===== src/rtl/core/dilp_pkg.sv =====
// Shared types and constants of the decimal line parser.
`default_nettype none

package dilp_pkg;

  localparam int VALUE_WIDTH_DEF = 32;
  localparam int CFG_INDEX_WIDTH = 2;

  // Character codes
  localparam logic [7:0] CHAR_NL    = 8'd10;
  localparam logic [7:0] CHAR_TAB   = 8'd9;
  localparam logic [7:0] CHAR_SPACE = 8'd32;
  localparam logic [7:0] CHAR_PLUS  = 8'd43;
  localparam logic [7:0] CHAR_MINUS = 8'd45;
  localparam logic [7:0] CHAR_0     = 8'd48;
  localparam logic [7:0] CHAR_9     = 8'd57;

  // Configuration register indexes
  localparam logic [CFG_INDEX_WIDTH-1:0] CFG_DEFAULT = 2'd0;
  localparam logic [CFG_INDEX_WIDTH-1:0] CFG_MIN     = 2'd1;
  localparam logic [CFG_INDEX_WIDTH-1:0] CFG_MAX     = 2'd2;

  typedef enum logic [1:0] {
    ST_OK    = 2'd0,
    ST_BAD   = 2'd1,
    ST_RANGE = 2'd2
  } status_t;

  typedef enum logic [1:0] {
    PH_BLANK   = 2'd0,
    PH_DIGITS  = 2'd1,
    PH_DISCARD = 2'd2
  } phase_t;

  typedef struct packed {
    phase_t phase;
    logic   negative;
  } line_ctrl_t;

endpackage

`default_nettype wire


===== src/rtl/core/dilp_if.sv =====
// Character and result channel interfaces of the decimal line parser.
`default_nettype none

interface dilp_char_if;
  logic       valid;
  logic       ready;
  logic [7:0] char_code;

  modport source (output valid, output char_code, input ready);
  modport sink   (input valid, input char_code, output ready);
endinterface

interface dilp_out_if
  import dilp_pkg::*;
#(
  parameter int VALUE_WIDTH = VALUE_WIDTH_DEF
);
  logic                          valid;
  logic                          ready;
  logic signed [VALUE_WIDTH-1:0] value;
  status_t                       status;

  modport source (output valid, output value, output status, input ready);
  modport sink   (input valid, input value, input status, output ready);
endinterface

`default_nettype wire


===== src/rtl/core/dilp_line_state.sv =====
// Per-line parse state: blank skipping, sign capture and saturating digit accumulation.
`default_nettype none

module dilp_line_state
  import dilp_pkg::*;
#(
  parameter int VALUE_WIDTH = VALUE_WIDTH_DEF
) (
  input  wire logic                 clk,
  input  wire logic                 rst_n,
  input  wire logic                 step,
  input  wire logic [7:0]           char_code,
  output line_ctrl_t                ctrl,
  output logic      [VALUE_WIDTH:0] magnitude
);

  localparam int PW = VALUE_WIDTH + 5;

  phase_t                 phase_r, phase_nxt;
  logic                   negative_r, negative_nxt;
  logic [VALUE_WIDTH:0]   mag_r, mag_nxt;
  logic [PW-1:0]          mag_ext, scaled, cap;
  logic [3:0]             digit;
  logic                   is_digit, is_blank, is_sign;

  assign cap      = {4'b0000, 1'b1, {VALUE_WIDTH{1'b0}}};
  assign digit    = 4'(char_code - CHAR_0);
  assign is_digit = char_code inside {[CHAR_0:CHAR_9]};
  assign is_blank = char_code inside {CHAR_SPACE, CHAR_TAB};
  assign is_sign  = char_code inside {CHAR_PLUS, CHAR_MINUS};

  // mag * 10 + digit, saturated at 2^VALUE_WIDTH
  assign mag_ext = {4'b0000, mag_r};
  assign scaled  = (mag_ext << 3) + (mag_ext << 1) + PW'(digit);

  always_comb begin
    phase_nxt    = phase_r;
    negative_nxt = negative_r;
    mag_nxt      = mag_r;
    if (step) begin
      if (char_code == CHAR_NL) begin
        phase_nxt    = PH_BLANK;
        negative_nxt = 1'b0;
        mag_nxt      = '0;
      end else begin
        case (phase_r)
          PH_BLANK: begin
            if (is_sign) begin
              phase_nxt    = PH_DIGITS;
              negative_nxt = (char_code == CHAR_MINUS);
            end else if (is_digit) begin
              phase_nxt = PH_DIGITS;
              mag_nxt   = (scaled > cap) ? cap[VALUE_WIDTH:0] : scaled[VALUE_WIDTH:0];
            end else if (!is_blank) begin
              phase_nxt = PH_DISCARD;
            end
          end
          PH_DIGITS: begin
            if (is_digit) begin
              mag_nxt = (scaled > cap) ? cap[VALUE_WIDTH:0] : scaled[VALUE_WIDTH:0];
            end else begin
              phase_nxt = PH_DISCARD;
            end
          end
          default: begin
            // drop the rest of a bad line
            phase_nxt = PH_DISCARD;
          end
        endcase
      end
    end
  end

  always_ff @(posedge clk) begin
    if (!rst_n) begin
      phase_r    <= PH_BLANK;
      negative_r <= 1'b0;
      mag_r      <= '0;
    end else begin
      phase_r    <= phase_nxt;
      negative_r <= negative_nxt;
      mag_r      <= mag_nxt;
    end
  end

  assign ctrl.phase    = phase_r;
  assign ctrl.negative = negative_r;
  assign magnitude     = mag_r;

endmodule

`default_nettype wire


===== src/rtl/core/dilp_result.sv =====
// End-of-line evaluation: sign, range check, status and the result register.
`default_nettype none

module dilp_result
  import dilp_pkg::*;
#(
  parameter int VALUE_WIDTH = VALUE_WIDTH_DEF
) (
  input  wire logic                   clk,
  input  wire logic                   rst_n,
  input  wire logic                   load,
  input  wire line_ctrl_t             ctrl,
  input  wire logic [VALUE_WIDTH:0]   magnitude,
  input  wire logic [VALUE_WIDTH-1:0] default_value,
  input  wire logic [VALUE_WIDTH-1:0] min_value,
  input  wire logic [VALUE_WIDTH-1:0] max_value,
  output logic                        can_load,
  dilp_out_if.source                  out_chan
);

  localparam logic [VALUE_WIDTH:0] HALF_P1 =
    {2'b01, {(VALUE_WIDTH-2){1'b0}}, 1'b1};

  logic                          valid_r, valid_nxt;
  logic signed [VALUE_WIDTH-1:0] value_r, value_nxt;
  status_t                       status_r, status_nxt;
  logic        [VALUE_WIDTH:0]   clamped;
  logic signed [VALUE_WIDTH:0]   signed_val, min_x, max_x;
  logic                          out_of_range;

  assign clamped      = (magnitude > HALF_P1) ? HALF_P1 : magnitude;
  assign signed_val   = ctrl.negative ? -$signed(clamped) : $signed(clamped);
  assign min_x        = $signed({min_value[VALUE_WIDTH-1], min_value});
  assign max_x        = $signed({max_value[VALUE_WIDTH-1], max_value});
  assign out_of_range = (signed_val < min_x) || (signed_val > max_x);

  always_comb begin
    case (ctrl.phase)
      PH_BLANK: begin
        value_nxt  = $signed(default_value);
        status_nxt = ST_OK;
      end
      PH_DIGITS: begin
        if (out_of_range) begin
          value_nxt  = '0;
          status_nxt = ST_RANGE;
        end else begin
          value_nxt  = signed_val[VALUE_WIDTH-1:0];
          status_nxt = ST_OK;
        end
      end
      default: begin
        value_nxt  = '0;
        status_nxt = ST_BAD;
      end
    endcase
  end

  assign can_load = !valid_r || out_chan.ready;

  always_comb begin
    if (load) begin
      valid_nxt = 1'b1;
    end else if (out_chan.ready) begin
      valid_nxt = 1'b0;
    end else begin
      valid_nxt = valid_r;
    end
  end

  always_ff @(posedge clk) begin
    if (!rst_n) begin
      valid_r <= 1'b0;
    end else begin
      valid_r <= valid_nxt;
    end
  end

  always_ff @(posedge clk) begin
    if (load) begin
      value_r  <= value_nxt;
      status_r <= status_nxt;
    end
  end

  assign out_chan.valid  = valid_r;
  assign out_chan.value  = value_r;
  assign out_chan.status = status_r;

endmodule

`default_nettype wire


===== src/rtl/core/decimal_integer_line_parser.sv =====
// A newline beat is registered in the input stage, then its result in the result register.
// Throughput: one character per cycle; a newline waits in the input stage only
// while the single result register still holds an untaken result.
// Reset (synchronous, rst_n low): line state cleared, input stage and result
// register empty, default 0, min most negative, max most positive.
// Top level of the decimal line parser.
`default_nettype none

module decimal_integer_line_parser
  import dilp_pkg::*;
#(
  parameter int VALUE_WIDTH = VALUE_WIDTH_DEF
) (
  input  wire logic                       clk,
  input  wire logic                       rst_n,
  dilp_char_if.sink                       in_chan,
  dilp_out_if.source                      out_chan,
  input  wire logic                       cfg_we,
  input  wire logic [CFG_INDEX_WIDTH-1:0] cfg_index,
  input  wire logic [VALUE_WIDTH-1:0]     cfg_wdata
);

  logic                   s1_v_r, s1_v_nxt;
  logic [7:0]             s1_char_r;
  logic                   accept, advance, can_load, s1_is_nl;
  logic [VALUE_WIDTH-1:0] default_r, min_r, max_r;
  line_ctrl_t             ctrl;
  logic [VALUE_WIDTH:0]   magnitude;

  // Configuration registers
  always_ff @(posedge clk) begin
    if (!rst_n) begin
      default_r <= '0;
      min_r     <= {1'b1, {(VALUE_WIDTH-1){1'b0}}};
      max_r     <= {1'b0, {(VALUE_WIDTH-1){1'b1}}};
    end else if (cfg_we) begin
      case (cfg_index)
        CFG_DEFAULT: default_r <= cfg_wdata;
        CFG_MIN:     min_r     <= cfg_wdata;
        CFG_MAX:     max_r     <= cfg_wdata;
        default:     ;
      endcase
    end
  end

  // Input stage: a newline advances only when the result register can load
  assign s1_is_nl       = (s1_char_r == CHAR_NL);
  assign advance        = s1_v_r && (!s1_is_nl || can_load);
  assign in_chan.ready  = !s1_v_r || advance;
  assign accept         = in_chan.valid && in_chan.ready;

  always_comb begin
    if (accept) begin
      s1_v_nxt = 1'b1;
    end else if (advance) begin
      s1_v_nxt = 1'b0;
    end else begin
      s1_v_nxt = s1_v_r;
    end
  end

  always_ff @(posedge clk) begin
    if (!rst_n) begin
      s1_v_r <= 1'b0;
    end else begin
      s1_v_r <= s1_v_nxt;
    end
  end

  always_ff @(posedge clk) begin
    if (accept) begin
      s1_char_r <= in_chan.char_code;
    end
  end

  dilp_line_state #(
    .VALUE_WIDTH (VALUE_WIDTH)
  ) u_line_state (
    .clk       (clk),
    .rst_n     (rst_n),
    .step      (advance),
    .char_code (s1_char_r),
    .ctrl      (ctrl),
    .magnitude (magnitude)
  );

  dilp_result #(
    .VALUE_WIDTH (VALUE_WIDTH)
  ) u_result (
    .clk           (clk),
    .rst_n         (rst_n),
    .load          (advance && s1_is_nl),
    .ctrl          (ctrl),
    .magnitude     (magnitude),
    .default_value (default_r),
    .min_value     (min_r),
    .max_value     (max_r),
    .can_load      (can_load),
    .out_chan      (out_chan)
  );

  // A result appears only after a newline left the input stage
  a_result_from_newline: assert property (@(posedge clk) disable iff (!rst_n)
    $rose(out_chan.valid) |-> $past(s1_v_r && s1_is_nl))
    else $error("result raised without a newline beat");

  // A rejected line carries a zero value
  a_reject_zero: assert property (@(posedge clk) disable iff (!rst_n)
    (out_chan.valid && out_chan.status != ST_OK) |-> (out_chan.value == '0))
    else $error("rejected result with non-zero value");

  // The input stage holds only while an untaken result blocks a newline
  a_stall_cause: assert property (@(posedge clk) disable iff (!rst_n)
    (s1_v_r && !advance) |-> (s1_is_nl && out_chan.valid && !out_chan.ready))
    else $error("input stage stalled without a blocked result");

endmodule

`default_nettype wire

===== src/flat_wrapper.sv =====
// flat-port wrapper written by rule: the top's interface ports become plain ports
module decimal_integer_line_parser_flat import dilp_pkg::*;
#(
  parameter int VALUE_WIDTH = VALUE_WIDTH_DEF
)
  (clk, rst_n, cfg_we, cfg_index, cfg_wdata, in_chan_valid, in_chan_char_code, in_chan_ready, out_chan_valid, out_chan_value, out_chan_status, out_chan_ready);
  dilp_char_if in_chan_i ();
  dilp_out_if #(.VALUE_WIDTH(VALUE_WIDTH)) out_chan_i ();
  input  wire logic clk;
  input  wire logic rst_n;
  input  wire logic cfg_we;
  input  wire logic [CFG_INDEX_WIDTH-1:0] cfg_index;
  input  wire logic [VALUE_WIDTH-1:0] cfg_wdata;
  input wire logic [$bits(in_chan_i.valid)-1:0] in_chan_valid;
  input wire logic [$bits(in_chan_i.char_code)-1:0] in_chan_char_code;
  output wire logic [$bits(in_chan_i.ready)-1:0] in_chan_ready;
  output wire logic [$bits(out_chan_i.valid)-1:0] out_chan_valid;
  output wire logic [$bits(out_chan_i.value)-1:0] out_chan_value;
  output wire logic [$bits(out_chan_i.status)-1:0] out_chan_status;
  input wire logic [$bits(out_chan_i.ready)-1:0] out_chan_ready;
  assign in_chan_i.valid = in_chan_valid;
  assign in_chan_i.char_code = in_chan_char_code;
  assign in_chan_ready = in_chan_i.ready;
  assign out_chan_valid = out_chan_i.valid;
  assign out_chan_value = out_chan_i.value;
  assign out_chan_status = out_chan_i.status;
  assign out_chan_i.ready = out_chan_ready;
  decimal_integer_line_parser #(.VALUE_WIDTH(VALUE_WIDTH)) u_core (.clk(clk), .rst_n(rst_n), .in_chan(in_chan_i), .out_chan(out_chan_i), .cfg_we(cfg_we), .cfg_index(cfg_index), .cfg_wdata(cfg_wdata));
endmodule

===== config.mk =====
export PLATFORM = sky130hd
export DESIGN_NAME = decimal_integer_line_parser_flat
export DESIGN_NICKNAME = d
export VERILOG_FILES = /design/src/rtl/core/dilp_pkg.sv /design/src/rtl/core/dilp_if.sv /design/src/rtl/core/dilp_line_state.sv /design/src/rtl/core/dilp_result.sv /design/src/rtl/core/decimal_integer_line_parser.sv /design/src/flat_wrapper.sv
export SDC_FILE = /design/constraint.sdc
export NUM_CORES = 1
export LEC_CHECK = 0
export BUFFER_PORTS_ARGS = -buffer_cell sky130_fd_sc_hd__buf_2
export CAP_MARGIN = 20
export CORE_MARGIN = 1.5
export CORE_UTILIZATION = 50
export CTS_BUF_LIST = sky130_fd_sc_hd__clkbuf_4
export CTS_CLUSTER_DIAMETER = 120
export DETAILED_ROUTE_END_ITERATION = 8
export PLACE_DENSITY = 0.64
export SYNTH_ARGS = -nofsm -noshare
export SYNTH_HDL_FRONTEND = slang
export SYNTH_SLANG_ARGS = --single-unit

===== constraint.sdc =====
create_clock -name clk -period 8 [get_ports clk]
set_clock_uncertainty 0.15 [all_clocks]
set_input_delay 0.4 -clock clk [delete_from_list [all_inputs] [get_ports clk]]
set_output_delay 0.4 -clock clk [all_outputs]
set_load 0.05 [all_outputs]

==> impl_metrics.tcl, run 1 <==
set metrics [dict create \
    avgViaCountPerCell 5.84 \
    firstDrtPassIters 7 \
    fillers 2216 \
    power_frac_seq_pct 57.5 \
    layout_commonest_cell "nand2_1" \
    drt_iter0_markers 665 \
    timing.final.crit_share_pct 84.7 \
    p_int_uw 1200 \
    utilization_pct 56.6 \
    holdCritPathClass "input pin to flop" \
    area.growth.synth_to_final_pct 11.3 \
    avgSynthCellArea_sq_um 8.14 \
    period_needed_ns 6.78 \
    crit_path_max_fanout 21 \
    antenna_found_initial 1 \
    setup_violations 0 \
    htreeDepth 4 \
    tns_ns 0 \
    clock_path_buffers 2 \
    p_per_area_mw_per_mm2 124 \
    portBuffers 82 \
    grt_util_all_layers_pct 28.1 \
    rrSetupSlack_ns 1.22 \
    power.leakage_uw 0.00566 \
    clk_latency_ns 0.58 \
    tightest_slew_ns 1.02 \
    swShare_pct 27.2 \
    synthArstFlopShare_pct 0 \
    cts_made_buffers 17 \
    synth_cells 1463 \
    drive_gt1_share_pct 11.2 \
    antenna_left 0 \
    p_switching_uw 448 \
    crit_path_end "u_core.u_result.out_chan.value[2]$_DFFE_PP_" \
    register_area_sq_mm 0.00394 \
    r2r-end "u_core.u_result.out_chan.value[2]$_DFFE_PP_" \
    dieArea_sq_mm 0.0248 \
    dp_hpwl_um 24900 \
    ir_drop_v 0.0000900 \
    ys_seq_area_share_pct 33.1 \
    initial_core_util_pct 50.9 \
    grt_pass1_vias 10200 \
    grt_overflow 0 \
    dieHeight_um 157 \
    place_area_sq_mm 0.0125 \
    gp_congestion 0.938 \
    slew_headroom_pct 31.6 \
    vias 10900 \
    grt_max_degree 71 \
    arrival_ns 7.08 \
    wl_um 34100 \
    rows 56 \
    io_pins 83 \
    dp.cells 1797 \
    r2r_cells 23 \
    ctsHoldBuffers 42 \
    path_clk_slew_ns 0.17 \
    clockRootBuffer "clkbuf_4" \
    synth_cell_types 77 \
    cts_tree "done" \
    synth_top_flop_cell "dfxtp_1" \
    multiInputGateArea_sq_mm 0.00735 \
    place_ws_ns 1.30 \
    min_path_cells 4 \
    drv_cap 0 \
    cp.required_ns 8.30 \
    mostFrequentLayoutCells "nand2_1, a21oi_1, dfxtp_1" \
    post_cts_buffers 0 \
    syn-num-nets 1643 \
    critPathKind "flop to flop" \
    worstSetupEndpointType "flop" \
    drc 0 \
    fmax_ghz 0.148 \
    layout_setup_ws_ns 1.22 \
    wl_per_cell_um 18.2 \
    synthesis.area_sq_mm 0.0119 \
    cp-start-kind "flop" \
    grt_pass1_wl_um 54700 \
    combPwrFrac_pct 9.2 \
    slew_violations 0 \
    clkPwrFrac_pct 33.3 \
    cts_sinks 176 \
    r2r_start "u_core.u_line_state.magnitude[22]$_SDFFE_PN0P_" \
    final_cells 1873 \
    cts-resized-gates 0 \
    ys_ff_latch 176 \
    hold_viol 0 \
    status "completed" \
    grt_setup_unrepaired "false" \
    startpoint "u_core.u_line_state.magnitude[22]$_SDFFE_PN0P_" \
    final_nets 1720 \
    finalInstanceArea_sq_mm 0.0133 \
    yosysWarnings 0 \
    synth_edf_count 42 \
    core_area_sq_mm 0.0234 \
    die_w_um 157 \
]
## kinds of logic after synthesis
kind of cell | after synthesis | synth area share [%]
adder cells (fa/ha/maj) | 133 | 14.1
AND/OR/NAND/NOR | 498 | 19.4
flip-flops | 176 | 33.1
XOR/XNOR | 27 | 1.99
buffers and inverters | 160 | 5.45
AO/OA/AOI/OAI | 463 | 25.5
multiplexers | 6 | 0.504
## registers in the layout, indices dropped and copies added, names as in the netlist
name and cells:
u_core.u_line_state.magnitude 33, u_core.min_r 32, u_core.u_line_state.phase_r 2, u_core.s1_v_r 1, u_core.s1_char_r 8, u_core.default_r 32
u_core.u_result.out_chan.value 32, u_core.u_result.out_chan.status 2, u_core.u_line_state.negative_r 1, u_core.max_r 32, u_core.u_result.out_chan.valid 1
## worst max-delay path, cell delays in order (launching register included)
cell and delay, ns:
dfxtp_1 0.41, or4_1 0.60, nor4_1 0.25, nand4_1 0.20, a21oi_4 0.19, and2_1 0.21
ha_1 0.43, nand2_1 0.19, a21o_1 0.26, or4_1 0.46, and4_1 0.22, nor3_1 0.36
ha_1 0.20, nand2_1 0.06, or2_2 0.30, inv_1 0.06, nand4_1 0.12, or3_1 0.40
nor2_1 0.11, nor2_1 0.05, a211o_1 0.33, nor2_2 0.46, buf_4 0.40, a22o_1 0.19
## routing by layer
metal / GRT usage [%] / share of wire [%]
met5: 0 / 0
met4: 8.67 / 2.3
met3: 3.28 / 3.9
met2: 46.7 / 47
met1: 38.1 / 47
## how the worst min path moves through the flow
stage                                     startpoint                                to
floorplan              u_core.max_r[31]$_SDFFE_PN0P_     u_core.max_r[31]$_SDFFE_PN0P_
global placement    u_core.default_r[7]$_SDFFE_PN0P_  u_core.default_r[7]$_SDFFE_PN0P_
detailed placement     u_core.min_r[30]$_SDFFE_PN0P_     u_core.min_r[30]$_SDFFE_PN0P_
CTS                                     cfg_index[0]      u_core.max_r[0]$_SDFFE_PN1P_
global route                            cfg_index[0]      u_core.max_r[0]$_SDFFE_PN1P_
finish                                  cfg_index[0]      u_core.max_r[0]$_SDFFE_PN1P_
## per-stage QoR
stage          hold WS [ns]  power [uW]
6_report              0.124        1650
5_1_grt               0.124        1710
4_1_cts              0.0761        1660
3_5_place_dp          0.299        1100
3_3_place_gp          0.292        1100
2_1_floorplan         0.286        1050
## cell type report
class	count	area share, %
clock buffer	19	1.08
clock inverter	13	1.29
timing repair buffer	136	7.10
multi-input combinational	1127	55.4
sequential	176	29.7
antenna	1	0.0189
tap	319	3.01
inverter	82	2.32
## Yosys cell counts (15+ instances only)
| master | instances | share of area [%] |
|---|---|---|
| ha_1 | 131 | 14 |
| clkbuf_1 | 62 | 2.0 |
| nand4_1 | 28 | 1.5 |
| nor3_1 | 22 | 0.92 |
| inv_1 | 81 | 2.6 |
| edfxtp_1 | 42 | 11 |
| a21oi_1 | 168 | 7.1 |
| nand3_1 | 15 | 0.63 |
| nor2_1 | 70 | 2.2 |
| o21ai_2 | 19 | 1.4 |
| o21ai_0 | 54 | 2.3 |
| a21o_1 | 29 | 1.8 |
| a22o_1 | 35 | 2.6 |
| o211ai_1 | 46 | 2.9 |
| dfxtp_1 | 134 | 23 |
| nand2_1 | 265 | 8.4 |
## power by group through the flow
stage,logic (uW),registers [uW],clock network (uW)
2_1_floorplan,85.6,961,0
3_3_place_gp,131,967,0
3_5_place_dp,132,967,0
4_1_cts,149,948,565
5_1_grt,169,950,593
6_report,151,948,548
(Power assumes the default switching activity.)
==> run 2: changes to the inputs <==
- ABC_AREA: unset -> 1
- PLACE_DENSITY: 0.64 -> 0.66
- clock period: 8 -> 5.56 ns (I/O delays scaled with it)
==> run 2 against run 1 <==
Compared with the run above: worst hold slack gained 0.069 ns; sequential share of layout area shrank 2.3 points; wire length grew 8.5%; sequential power grew 45%; design area grew 8.4%; cell count grew 28%; register-to-register slack lost 0.61 ns; global-route usage grew 0.056 points; maximum frequency grew 37%; clock-buffer cell count shrank 2; critical path type unchanged.
==> impl_metrics.tcl, run 2 <==
set metrics [dict create \
    r2r_cells 28 \
    p_switching_uw 672 \
    startpoint "u_core.u_line_state.magnitude[30]$_SDFFE_PN0P_" \
    register_area_sq_mm 0.00394 \
    multiInputGateArea_sq_mm 0.00772 \
    hold_viol 0 \
    grt_max_degree 98 \
    drive_gt1_share_pct 7.94 \
    rows 58 \
    combPwrFrac_pct 9.7 \
    yosysMostFrequentCell "nand2_1" \
    synthArstFlopShare_pct 0 \
    dieHeight_um 164 \
    cp-start-kind "flop" \
    dieArea_sq_mm 0.0269 \
    synth_common_cells "nand2_1, inv_1, nor2_1" \
    core_area_sq_mm 0.0253 \
    finalInstanceArea_sq_mm 0.0144 \
    synthesis.area_sq_mm 0.0130 \
    vias 12700 \
    place_ws_ns 0.694 \
    yosysWarnings 0 \
    firstDrtPassIters 7 \
    drc 0 \
    cp.required_ns 5.89 \
    drv_cap 0 \
    synth_area_leader_cell "dfxtp_1" \
    antenna_found_initial 1 \
    grt_pass1_wl_um 60000 \
    ys_ff_latch 176 \
    die_w_um 164 \
    synth_top_flop_cell "dfxtp_1" \
    drt_iter0_markers 976 \
    crit_path_top_delay_cell "dfxtp_1" \
    grt_overflow 0 \
    tns_ns 0 \
    p_int_uw 1670 \
    dp.cells 2323 \
    worstSetupEndpointType "flop" \
    clock_path_buffers 2 \
    ys_seq_area_share_pct 30.4 \
    syn-num-nets 2136 \
    final_cells 2397 \
    mostFrequentLayoutCells "nand2_1, inv_1, nor2_1" \
    layout_setup_ws_ns 0.617 \
    path_clk_slew_ns 0.16 \
    timing.final.crit_share_pct 88.9 \
    crit_path_max_fanout 23 \
    final_nets 2234 \
    holdCritPathClass "input pin to flop" \
    clockRootBuffer "clkbuf_4" \
    io_pins 83 \
    synthTopCellsByArea "dfxtp_1, nand2_1, ha_1, edfxtp_1, inv_1" \
    slew_headroom_pct 28.5 \
    cts_sinks 176 \
    largest_reg_flops 33 \
    avgViaCountPerCell 5.29 \
    fmax_ghz 0.202 \
    crit_path_end "u_core.u_result.out_chan.value[23]$_DFFE_PP_" \
    place_area_sq_mm 0.0137 \
    dp_hpwl_um 28300 \
    clkPwrFrac_pct 31.9 \
    cpPeakStageDelay_ns 0.39 \
    gp_congestion 0.974 \
    arrival_ns 5.27 \
    min_path_cells 5 \
    r2r_start "u_core.u_line_state.magnitude[30]$_SDFFE_PN0P_" \
    synth_cells 1956 \
    synth_cell_types 46 \
    avgSynthCellArea_sq_um 6.63 \
    htreeDepth 4 \
    layout_commonest_cell "nand2_1" \
    synth_top_area_share_pct 20.7 \
    portBuffers 82 \
    swShare_pct 28.7 \
    rrSetupSlack_ns 0.62 \
    setup_violations 0 \
    grt_util_all_layers_pct 28.2 \
    power_frac_seq_pct 58.4 \
    power.leakage_uw 0.00737 \
    grt_pass1_vias 11900 \
    ir_drop_v 0.000101 \
    cts_made_buffers 17 \
    p_per_area_mw_per_mm2 163 \
    area.growth.synth_to_final_pct 10.8 \
    clk_latency_ns 0.59 \
    synth_edf_count 42 \
    wl_per_cell_um 15.4 \
    fillers 2536 \
    status "completed" \
    critPathKind "flop to flop" \
    initial_core_util_pct 51.2 \
    wl_um 37000 \
    slew_violations 0 \
    grt_setup_unrepaired "false" \
    tightest_slew_ns 1.07 \
    antenna_left 0 \
    cp_common_cell "nand2_1" \
    period_needed_ns 4.94 \
    cts_tree "done" \
    r2r-end "u_core.u_result.out_chan.value[23]$_DFFE_PP_" \
]
## run 2: cell count changes in the layout (fill, tap and decap cells not counted), moves of 11 or more
cell / change
a211oi_1: -12
a21o_1: -29
a21oi_1: -24
a22o_1: -35
a31oi_1: -11
inv_1: +195
nand2_1: +307
nand2b_1: -12
nand3_1: +97
nor2_1: +139
o21ai_0: +39
o21ai_2: -19
or3_1: -11
## run 2: how the worst min path moves through the flow
stage	end	start	slack, ns
after floorplan	u_core.s1_char_r[0]$_DFFE_PP_	in_chan_char_code[0]	0.23
after global routing	u_core.default_r[22]$_SDFFE_PN0P_	cfg_index[1]	0.19
after detailed placement	u_core.min_r[6]$_SDFFE_PN0P_	u_core.min_r[6]$_SDFFE_PN0P_	0.30
final	u_core.default_r[22]$_SDFFE_PN0P_	cfg_index[1]	0.19
after global placement	u_core.min_r[30]$_SDFFE_PN0P_	u_core.min_r[30]$_SDFFE_PN0P_	0.30
after CTS	u_core.default_r[22]$_SDFFE_PN0P_	cfg_index[1]	0.15
## run 2: layout make-up
cell class | instances | area share [%]
diodes | 1 | 0.0174
clock buffers | 17 | 0.888
clock inverters | 14 | 1.04
inverters | 280 | 7.32
multi-input cells | 1440 | 53.8
flip-flops and latches | 176 | 27.5
well taps | 330 | 2.87
repair buffers | 139 | 6.65
## run 2: worst max-delay path: cells and delay by family, from the launching register on
kind / cells / cell delay [ns]
AOI/OAI and AO/OA: 1 / 0.21
adders and majority gates: 1 / 0.29
buffers and inverters: 4 / 0.60
DFF: 1 / 0.39
and+or+nand+nor: 22 / 3.16
## run 2: power groups by stage
stage,Combinational (uW),Clock (uW),Sequential (uW)
detailed placement,203,0,1400
floorplan,134,0,1390
CTS,227,765,1370
finish,227,750,1370
global route,256,809,1380
global placement,198,0,1400
## run 2: stage by stage
stage	power, uW	hold slack [ns]	utilization (%)
final	2350	0.192	56.7
after global routing	2440	0.190	56.7
after CTS	2360	0.146	56.7
after detailed placement	1600	0.304	54.0
after global placement	1600	0.298	54.0
after floorplan	1530	0.227	-
## run 2: cells by family (layout without fill, tap and decap cells)
kind of cell / count (synthesis) / after routing / share of synthesized area [%]
DFF: 176 / 176 / 30.4
AOI/OAI and AO/OA: 302 / 302 / 13.1
and+or+nand+nor: 985 / 985 / 31.9
other: 0 / 1 / 0
xor gates and xnor gates: 20 / 20 / 1.47
adders and majority gates: 133 / 133 / 13.0
buffers and inverters: 340 / 450 / 10.2
## run 2: routing by layer
layer	wire [um]	vias to the layer above	part of all wire [%]	track usage [%]
met5	0	-	0	0
met3	1620	50	4.4	2.63
met1	17500	5765	47	37.4
met2	17100	327	46	48.0
li1	-	6546	-	-
met4	892	0	2.4	8.93
## run 2: timing repair
action | in CTS | in global routing
endpoints found under the hold margin | 106 | 0
buffers inserted | 0 | 0
resized for setup | 0 | 0
hold buffers | 42 | 0
setup endpoints to repair | 0 | 0
